===== src/sv/msm_pkg.sv =====
// Package for the multichannel sample mixer: sizes, request and state codes,
// and the structs that carry memory write requests between modules.
// No dependencies.
package msm_pkg;

  localparam int MAX_CHANNELS  = 8;
  localparam int MEM_ADDR_BITS = 16;
  localparam int MEM_DEPTH     = 1 << MEM_ADDR_BITS;
  localparam int CH_BITS       = (MAX_CHANNELS > 1) ? $clog2(MAX_CHANNELS) : 1;
  localparam int CNT_RAW       = $clog2(MAX_CHANNELS + 1);
  localparam int CNT_W         = (CNT_RAW < 4) ? 4 : CNT_RAW;
  localparam int LEN_W         = 17;
  localparam int BASE_W        = 16;

  typedef enum logic [1:0] {
    REQ_WRITE     = 2'd0,
    REQ_PLAY_FREE = 2'd1,
    REQ_PLAY_CH   = 2'd2,
    REQ_TICK      = 2'd3
  } req_t;

  typedef enum logic [0:0] {
    CFG_NUM_CHANNELS  = 1'b0,
    CFG_NUM_PROTECTED = 1'b1
  } cfg_idx_t;

  typedef enum logic [1:0] {
    ST_IDLE,
    ST_TICK,
    ST_FIN
  } state_t;

  typedef struct packed {
    logic [BASE_W-1:0] base;
    logic [LEN_W-1:0]  len;
    logic [LEN_W-1:0]  pos;
  } chan_entry_t;

  typedef struct packed {
    logic               we;
    logic [CH_BITS-1:0] addr;
    chan_entry_t        data;
  } chan_wr_t;

  typedef struct packed {
    logic                     we;
    logic [MEM_ADDR_BITS-1:0] addr;
    logic [15:0]              data;
  } sample_wr_t;

endpackage


===== src/sv/msm_chan_mem.sv =====
// Channel table of the mixer: base, length and position of each voice.
// One write port, one read port with registered data. Depends on msm_pkg.
module msm_chan_mem (
  input  logic                       clk,
  input  msm_pkg::chan_wr_t          wr,
  input  logic [msm_pkg::CH_BITS-1:0] rd_addr,
  output msm_pkg::chan_entry_t       rd_data
);
  import msm_pkg::*;

  chan_entry_t mem [MAX_CHANNELS];

  always_ff @(posedge clk) begin
    if (wr.we) begin
      mem[wr.addr] <= wr.data;
    end
    rd_data <= mem[rd_addr];
  end

endmodule


===== config.mk =====
export PLATFORM = sky130hd
export DESIGN_NAME = msm_chan_mem
export DESIGN_NICKNAME = d
export VERILOG_FILES = /design/src/sv/msm_pkg.sv /design/src/sv/msm_chan_mem.sv
export SDC_FILE = /design/constraint.sdc
export NUM_CORES = 1
export LEC_CHECK = 0
export ABC_AREA = 1
export BUFFER_PORTS_ARGS = -buffer_cell sky130_fd_sc_hd__buf_4
export CORE_MARGIN = 2
export CORE_UTILIZATION = 61
export CTS_CLUSTER_DIAMETER = 120
export DETAILED_ROUTE_END_ITERATION = 7
export PLACE_DENSITY = 0.83
export SYNTH_ARGS = -nofsm -noshare
export SYNTH_HDL_FRONTEND = slang
export SYNTH_SLANG_ARGS = --single-unit
export TNS_END_PERCENT = 1

===== constraint.sdc =====
create_clock -name clk -period 4.1 [get_ports clk]
set_input_delay 0.41 -clock clk [delete_from_list [all_inputs] [get_ports clk]]
set_output_delay 0.41 -clock clk [all_outputs]
set_load 0.02 [all_outputs]

# ---- Word-level counts from Yosys, hierarchy flattened
# Memories as Yosys holds them, arrays and structs flattened. A register that Yosys moved wholly into a read port is not among the register bits.
# Index checks and enable logic that the tools add are counted.
dict set report totals {
  wordCells 3
  latch_bits 0
  mem_bits_ro 0
  regBits 0
  out_inout_bits 50
  memories 1
  mem_bits_rw 400
}
dict set report op_classes {
  eq_ne 0
  div 0
  add_sub_neg 0
  n_shift 0
  n_bitwise 0
  reduce_logical 0
  mux 2
  magnitude_cmp 0
  n_mul 0
}
# memory words word_bits read_ports rd_ports_with_merged_regs write_ports line
set mem_list {}
lappend mem_list {mem 8 50 1 1 1 msm_chan_mem.sv:11} ;# chan_entry_t mem [MAX_CHANNELS];
# cell count
set op_table {}
lappend op_table {{1-bit 2-to-1 mux} 2}

# ---- Logic depth before layout (Yosys ltp)
# Gate-level depths: netlist (run 1).
dict set report logic_depth {
  ltp_word 2
  depth_mapped 8
  ltp_nobuf 6
}

# ---- Worst setup path before layout (run 1)
# Ideal clock, no wire load.
dict set report synth_timing {
  path_type {input-to-reg}
  from {in wr[50] (netlist bit)}
  to {mem mem[0][0] (netlist bit), enable pin}
  path_slack_ns 0.992
  arrival_time_ns 2.650
  setup_ns 0.458
  path_buffers 0
  stages 3
  required_time_ns 3.642
  path_cell_list {inv_1 -> nand2_1 -> nor2_1}
}
# item line
set synth_rtl {}
lappend synth_rtl {{start, declared} msm_chan_mem.sv:5} ;# input msm_pkg::chan_wr_t wr,
lappend synth_rtl {{end, declared} msm_chan_mem.sv:11}
# No word-level cell before the write port.

==> results of run 1 <==
==> synth_stat cells <==
| cell | n |
|---|---|
| nand3_1 | 200 |
| inv_2 | 2 |
| edfxtp_1 | 400 |
| buf_1 | 7 |
| buf_4 | 13 |
| clkbuf_1 | 14 |
| nor2_1 | 8 |
| buf_2 | 30 |
| inv_1 | 404 |
| buf_6 | 12 |
| nand2_1 | 656 |
| dfxtp_1 | 50 |
==> cell type report <==
type	instances	area share, %
flip-flops and latches	450	62.1
well taps	390	2.33
inverters	406	7.30
clock inverters	26	1.23
multi-input cells	864	16.9
repair buffers	126	4.71
clock buffers	54	5.43
==> final timing paths <==
check	start	endpoint	slack (ns)	cells past startpoint
worst max-delay path	rd_addr[0]	rd_data[5]$_DFF_P_	1.90	7
worst min-delay path	wr[7]	mem[1][7]$_DFFE_PP_	0.09	1
worst min register to register	mem[0][3]$_DFFE_PP_	rd_data[3]$_DFF_P_	0.61	6
worst max register to register	mem[3][49]$_DFFE_PP_	rd_data[49]$_DFF_P_	3.09	6
==> logic make-up (layout without fill, tap and decap cells) <==
family                 count (synthesis)  after routing  share of synthesized area [%]
and+or+nand+nor                      864            864                           18.9
DFF                                  450            450                           70.4
buffers and inverters                482            612                           10.7
==> through the flow <==
stage | total power, W | cells | hold slack, ns | util [%] | instance area [um^2]
final | 0.00988 | 2316 | 0.0886 | 70.6 | 21000
after floorplan | 0.00575 | 1796 | 0.509 | - | 18500
after detailed placement | 0.00604 | 2236 | 0.616 | 65.9 | 19600
after global routing | 0.0102 | 2316 | 0.0879 | 70.6 | 21000
after global placement | 0.00601 | 2236 | 0.602 | 65.9 | 19600
after CTS | 0.00992 | 2316 | 0.0745 | 70.6 | 21000
==> flip-flops by register name, indices dropped and copies added, names as in the netlist <==
register  cells
rd_data      50
mem         400
==> per-layer routing <==
metal	share of wire, %	global-route usage, %
met5	0.033	0
met4	2.7	11.2
met3	9.8	4.90
met2	50	43.3
met1	37	33.1
==> power groups by stage <==
stage | Combinational (W) | Sequential [W] | Clock, W
after floorplan | 0.000365 | 0.00538 | 0
after global placement | 0.000681 | 0.00532 | 0
after detailed placement | 0.000711 | 0.00533 | 0
after CTS | 0.000720 | 0.00523 | 0.00396
after global routing | 0.000798 | 0.00524 | 0.00415
final | 0.000720 | 0.00523 | 0.00393
==> worst max-delay path: stages <==
cell	delay, ns
buf_6	0.57
buf_4	0.93
nand2_1	0.15
nand3_1	0.15
nand2_1	0.08
nand2_1	0.07
nand2_1	0.08
==> results_dict.tcl, run 1 <==
set metrics [dict create \
    outcome "finished, final reports clean" \
    layout_setup_ws_ns 1.90 \
    finalHoldViolCount 0 \
    antenna_found_initial 1 \
    antenna_left 0 \
    nNetsFinal 1949 \
    diodes 0 \
    pwr-share-comb_pct 7.3 \
    syn_area_per_cell_um2 10.3 \
    min_path_type "primary input to register" \
    crit_path_max_fanout 103 \
    intPower_w 0.00770 \
    crit_path_start_kind "primary input" \
    maxCapViolCount 0 \
    seq_power_share_pct 53.0 \
    final-max-slew-violation-count 0 \
    core-area_um2 29700 \
    postSynthCellCount 1796 \
    cts_tree "built" \
    ys_top_cells_by_area "edfxtp_1, nand2_1, inv_1, dfxtp_1, nand3_1" \
    layout_commonest_cell "nand2_1" \
    post-route-period-util_pct 53.5 \
    worst_pin_slew_ns 1.17 \
    clock_power_share_pct 39.7 \
    cts_root_buffer "clkbuf_16" \
    drt_pre_antenna_iters 6 \
    synth_top_area_cell "edfxtp_1" \
    grt_overflow 0 \
    synth_top_area_share_pct 65.0 \
    setup_viol 0 \
    power_density_nw_per_um2 471 \
    p_sw_w 0.00218 \
    hpwlAfterDp_um 20600 \
    crit_type "primary input to register" \
    ys_ff_latch 450 \
    final_cell_mix "nand2_1, inv_1, edfxtp_1" \
    syn-num-nets 1854 \
    start_util_pct 62.2 \
    drt_wl_total_um 39800 \
    routabilityCongestion 0.763 \
    io_buffers 107 \
    rsz0062_at_grt "no" \
    detail_route.vias_per_cell 5.24 \
    netlist_area_um2 18500 \
    ys_seq_area_share_pct 70.4 \
    syn_to_final_growth_pct 13.4 \
    clock-sinks 450 \
    power.leakage_nw 9.70 \
    htreeDepth 2 \
    tns_ns 0 \
    multiInputGateArea_um2 3550 \
    preCtsSetupSlack_ns 1.47 \
    worstSkewPairLatency_ns 0.54 \
    cts_buffers 43 \
    fin_skew_ns 0.0236 \
    postCtsSetupBuffers 0 \
    drc_errors 0 \
    yosysUniqueCellTypes 12 \
    seq_area_um2 13000 \
    worst-endpoint-arrival_ns 2.61 \
    grt_pass1_vias 12106 \
    grt_pass1_wl_um 62300 \
    required_ns 4.51 \
    path_clk_slew_ns 0.07 \
    die_h_um 178 \
    drtIter0Drc 1509 \
    wl_per_cell_um 17.2 \
    die_w_um 178 \
    rows 63 \
    grt_max_degree 128 \
    vdd_drop_max_mv 0.407 \
    cts-resized-gates 0 \
    die_area_um2 31700 \
    num_vias 12138 \
    slew-limit-headroom_pct 22.0 \
    cts.path.max_buffers 3 \
    ctsHoldBuffers 0 \
    drive_gt1_share_pct 10.2 \
    fmax_ghz 0.456 \
    finalCriticalPeriod_ns 2.20 \
    n_fill_cell 1889 \
    yosys_warnings 0 \
    io_pins 108 \
    grt_util_all_layers_pct 25.8 \
    p_sw_share_pct 22.1 \
    cp-end-kind "register" \
]
No activity file was read; power rests on OpenSTA's default activity.
==> run 2, diff against run 1 <==
--- a/config.mk
+++ b/config.mk
@@ -5,13 +5,13 @@
 export SDC_FILE = /design/constraint.sdc
 export NUM_CORES = 1
 export LEC_CHECK = 0
-export ABC_AREA = 1
+export ABC_AREA = 0
 export BUFFER_PORTS_ARGS = -buffer_cell sky130_fd_sc_hd__buf_4
 export CORE_MARGIN = 2
-export CORE_UTILIZATION = 61
+export CORE_UTILIZATION = 60
 export CTS_CLUSTER_DIAMETER = 120
 export DETAILED_ROUTE_END_ITERATION = 7
-export PLACE_DENSITY = 0.83
+export PLACE_DENSITY = 0.82
 export SYNTH_ARGS = -nofsm -noshare
 export SYNTH_HDL_FRONTEND = slang
 export SYNTH_SLANG_ARGS = --single-unit
==> constraint.sdc (replaced) <==
create_clock -name clk -period 2.1 [get_ports clk]
set_input_delay 0.21 -clock clk [delete_from_list [all_inputs] [get_ports clk]]
set_output_delay 0.21 -clock clk [all_outputs]
set_load 0.02 [all_outputs]
==> results_dict.tcl, run 2 <==
set metrics [dict create \
    syn_area_per_cell_um2 25.7 \
    nNetsFinal 889 \
    reg_top3 "mem: 400 flops, rd_data: 50 flops" \
    start_util_pct 61.0 \
    rsz0062_at_grt "no" \
    netlist_area_um2 16500 \
    rr_worst_depth 2 \
    syn-num-nets 699 \
    worst_pin_slew_ns 0.442 \
    yosys_most_used_dff "edfxtp_1" \
    post-route-period-util_pct 66.2 \
    yosys_warnings 0 \
    path_clk_slew_ns 0.06 \
    cts.path.max_buffers 3 \
    power_density_nw_per_um2 976 \
    cts_buffers 44 \
    core-area_um2 27000 \
    synth_top_area_share_pct 73.0 \
    rows 60 \
    grt_max_degree 59 \
    power.leakage_nw 6.87 \
    synth_top_area_cell "edfxtp_1" \
    crit_path_start_kind "register" \
    routabilityCongestion 0.661 \
    io_buffers 107 \
    htreeDepth 2 \
    min_from "rd_addr[1]" \
    hpwlAfterDp_um 15400 \
    cp-end-kind "register" \
    fin_skew_ns 0.0172 \
    postSynthCellCount 641 \
    fmax_ghz 0.719 \
    drc_errors 0 \
    ys_seq_area_share_pct 79.1 \
    required_ns 2.52 \
    async_flop_share_pct 0 \
    crit_chain "mux4_1 -> mux2_2" \
    drtIter0Drc 632 \
    antenna_found_initial 0 \
    syn_to_final_growth_pct 20.3 \
    postCtsSetupBuffers 0 \
    io_pins 108 \
    finalHoldViolCount 0 \
    critical_path.max_stage_delay_ns 0.56 \
    maxCapViolCount 0 \
    grt_pass1_vias 7892 \
    grt_util_all_layers_pct 23.1 \
    ys_ff_latch 450 \
    synth_common_cells "edfxtp_1, mux4_1, dfxtp_1, mux2_2, buf_6" \
    crit_slowest_cell "mux4_1" \
    outcome "finished, final reports clean" \
    detail_route.vias_per_cell 6.08 \
    worstSkewPairLatency_ns 0.54 \
    ctsHoldBuffers 50 \
    worstSetupStartpoint "mem[1][34]$_DFFE_PP_" \
    synth_edf_count 400 \
    setup_viol 0 \
    largest_reg_flops 400 \
    min_path_type "primary input to register" \
    drt_pre_antenna_iters 5 \
    final_cell_mix "edfxtp_1, buf_4, mux4_1" \
    cts-resized-gates 0 \
    final_cells 1208 \
    die_area_um2 28800 \
    ys_top_cells_by_area "edfxtp_1, mux4_1, dfxtp_1, mux2_2, buf_6" \
    final-max-slew-violation-count 0 \
    r2r-start "mem[1][34]$_DFFE_PP_" \
    layout_commonest_cell "edfxtp_1" \
    worst-endpoint-arrival_ns 1.81 \
    crit_path_max_fanout 1 \
    finalCriticalPeriod_ns 1.39 \
    cts_root_buffer "clkbuf_16" \
    slew-limit-headroom_pct 70.5 \
    die_w_um 170 \
    yosysUniqueCellTypes 12 \
    drt_wl_total_um 32400 \
    reg2reg_to "rd_data[34]$_DFF_P_" \
    clock-sinks 450 \
    vdd_drop_max_mv 0.635 \
    antenna_left 0 \
    diodes 0 \
    grt_overflow 0 \
    top_register "mem" \
    worst_hold_slack_ns 0.229 \
    yosysMostFrequentCell "edfxtp_1" \
    r2r_slack_ns 0.71 \
    num_vias 7347 \
    crit_end "rd_data[34]$_DFF_P_" \
    drive_gt1_share_pct 27.8 \
    crit_type "register to register" \
    cts_tree "built" \
    placed_cells 1076 \
    utilization_pct 73.4 \
    grt_pass1_wl_um 48100 \
    die_h_um 170 \
    wl_per_cell_um 26.8 \
]
==> run 2: cell types whose count changed after synthesis, moves of 2 or more <==
cell      before  now
mux4_1         0  100
buf_4         13    0
buf_2         30    0
mux2_2         0   50
nor2_1         8    6
nand2_1      656    2
nand2b_1       0    3
inv_2          2    0
inv_1        404    0
nand3_1      200    0
clkbuf_1      14    7
buf_1          7    9
nor3_1         0    2
==> run 2: area by class of cell <==
cell class / instances / area [um^2]
repair buffers: 172 / 1570
multi-input cells: 163 / 3320
clock buffers: 68 / 1250
fillers: 1419 / 7170
well taps: 341 / 427
clock inverters: 14 / 208
flip-flops and latches: 450 / 13000
==> run 2: logic make-up after synthesis <==
kind of cell | Yosys count | share of synthesized area (%)
flops | 450 | 79.1
mux | 150 | 19.4
buf+inv | 28 | 1.15
simple gates | 13 | 0.357
==> run 2: critical path, delay by kind of cell (launching register included) <==
kind,cells,cell delay (ns)
DFF,1,0.42
muxes,2,0.86
==> run 2: how the worst min path moves through the flow <==
stage | to | cells after the start
floorplan | mem[0][0]$_DFFE_PP_ | 0
global placement | mem[6][30]$_DFFE_PP_ | 1
detailed placement | mem[4][30]$_DFFE_PP_ | 1
CTS | rd_data[39]$_DFF_P_ | 2
global route | rd_data[39]$_DFF_P_ | 2
finish | rd_data[39]$_DFF_P_ | 2
==> run 2: report_power, final <==
group	switching [W]	internal, W
logic	0.000613	0.000598
registers	0.000122	0.0101
clock network	0.00313	0.00473
total	0.00386	0.0154
==> run 2: per-layer routing <==
metal  vias up  part of all wire [%]  GRT usage [%]
met3        50                   5.8           3.99
li1       3183                     -              -
met5         -                     0              0
met2       274                    51           39.0
met4         0                   1.9           5.95
met1      3840                    41           32.1
==> run 2: stage by stage <==
stage	setup WS, ns	total power [W]	setup TNS [ns]	instance area, um^2
finish	0.710	0.0193	0	19800
global route	0.693	0.0199	0	19800
CTS	0.718	0.0194	0	19800
detailed placement	0.356	0.0115	0	17800
global placement	0.420	0.0115	0	17800
floorplan	-0.830	0.0110	-128.03	16500
==> run 3, diff against run 2 <==
==> constraint.sdc (replaced) <==
create_clock -name clk -period 1.37 [get_ports clk]
set_input_delay 0.137 -clock clk [delete_from_list [all_inputs] [get_ports clk]]
set_output_delay 0.137 -clock clk [all_outputs]
set_load 0.02 [all_outputs]
==> results_dict.tcl, run 3 (synthesized netlist as in run 2, its figures left out) <==
set metrics [dict create \
    rows 60 \
    drt_wl_total_um 33200 \
    outcome "finished with violations" \
    layout_commonest_cell "edfxtp_1" \
    wl_per_cell_um 27.0 \
    layout_setup_ws_ns -0.0358 \
    detail_route.vias_per_cell 6.15 \
    cts_root_buffer "clkbuf_16" \
    routabilityCongestion 0.695 \
    start_util_pct 61.0 \
    htreeDepth 2 \
    cp-end-kind "register" \
    drive_gt1_share_pct 30.6 \
    clock_power_share_pct 38.9 \
    placed_area_um2 18100 \
    slew-limit-headroom_pct 74.8 \
    clock-sinks 450 \
    finalHoldViolCount 0 \
    io_pins 108 \
    min_path_type "primary input to register" \
    antenna_left 0 \
    finalCriticalPeriod_ns 1.41 \
    worst_hold_slack_ns 0.123 \
    drc_errors 0 \
    reg_top3 "mem: 400 flops, rd_data: 50 flops" \
    grt_util_all_layers_pct 23.8 \
    vdd_drop_max_mv 1.27 \
    cts_tree "built" \
    num_vias 7557 \
    drt_pre_antenna_iters 5 \
    drtIter0Drc 693 \
    top_register "mem" \
    crit_type "register to register" \
    fin_area_um2 19900 \
    final_cells 1229 \
    cts_buffers 43 \
    crit_path_start_kind "register" \
    grt_pass1_wl_um 49400 \
    placed_cells 1097 \
    final_cell_mix "edfxtp_1, buf_4, mux4_1" \
    setup_viol 1 \
    post-route-period-util_pct 103 \
    worst_pin_slew_ns 0.377 \
    fin_skew_ns 0.0378 \
    die_w_um 170 \
    worst-endpoint-arrival_ns 1.82 \
    io_buffers 107 \
    grt_max_degree 38 \
    grt_overflow 0 \
    core-area_um2 27000 \
    power_density_nw_per_um2 1450 \
    p_sw_w 0.00595 \
    hpwlAfterDp_um 17600 \
    seq_power_share_pct 54.3 \
    cts.path.max_buffers 3 \
    final-max-slew-violation-count 0 \
    largest_reg_flops 400 \
    grt_pass1_vias 7997 \
    violations "negative setup slack" \
    die_area_um2 28800 \
    syn_to_final_growth_pct 21.1 \
    nNetsFinal 909 \
    maxCapViolCount 0 \
    pwr-share-comb_pct 6.7 \
    required_ns 1.79 \
    path_clk_slew_ns 0.06 \
    fmax_ghz 0.711 \
    preCtsSetupSlack_ns -0.227 \
    power.leakage_nw 6.97 \
    die_h_um 170 \
    worstSkewPairLatency_ns 0.56 \
    utilization_pct 73.9 \
    p_sw_share_pct 20.6 \
    antenna_found_initial 1 \
    crit_path_max_fanout 1 \
    rsz0062_at_grt "yes" \
    intPower_w 0.0229 \
]
run 3: stage by stage:
step / setup TNS, ns / power (W)
finish: -0.0358 / 0.0289
detailed placement: -9.67 / 0.0178
global route: -0.0250 / 0.0297
CTS: -0.0307 / 0.0290
floorplan: -100.03 / 0.0169
global placement: -7.58 / 0.0176
run 3: final cells by class:
| cell class | instances | area, um^2 |
|---|---|---|
| Multi-Input combinational cell | 163 | 3300 |
| Clock buffer | 69 | 1280 |
| Antenna cell | 2 | 5.00 |
| Fill cell | 1370 | 7030 |
| Clock inverter | 11 | 67.6 |
| Sequential cell | 450 | 13000 |
| Timing Repair Buffer | 193 | 1820 |
| Tap cell | 341 | 427 |
run 3: worst max-delay path: stages, from the launching register on:
cell and delay [ns]:
edfxtp_1 0.43, mux4_2 0.54, mux2_2 0.30
run 3: worst paths after layout:
path                                           start                  end  slack, ns  cells past startpoint
worst max register to register  mem[4][43]$_DFFE_PP_  rd_data[43]$_DFF_P_      -0.04                      2
worst min register to register  mem[2][40]$_DFFE_PP_  rd_data[40]$_DFF_P_       0.65                      2
worst max-delay path            mem[4][43]$_DFFE_PP_  rd_data[43]$_DFF_P_      -0.04                      2
worst min-delay path                      rd_addr[1]  rd_data[18]$_DFF_P_       0.12                      3
run 3: power by group through the flow:
stage / clock [W] / sequential [W] / combinational (W)
3_5_place_dp: 0 / 0.0160 / 0.00180
3_3_place_gp: 0 / 0.0159 / 0.00174
5_1_grt: 0.0119 / 0.0157 / 0.00205
2_1_floorplan: 0 / 0.0161 / 0.000772
6_report: 0.0112 / 0.0157 / 0.00194
4_1_cts: 0.0114 / 0.0157 / 0.00196
run 3: metal layers:
| layer | vias to the layer above | global-route usage [%] | part of all wire (%) |
|---|---|---|---|
| met5 | - | 0 | 0 |
| met4 | 0 | 7.28 | 2.6 |
| met3 | 65 | 4.01 | 5.8 |
| met2 | 321 | 42.1 | 53 |
| met1 | 3939 | 30.8 | 38 |
| li1 | 3232 | - | - |
run 3: timing repair:
item                                    4_1_cts  5_1_grt
hold endpoints to repair                    400        0
resized for setup                             4        2
endpoints found under the setup margin        4        3
buffers inserted                              0        0
hold buffers                                 50        0
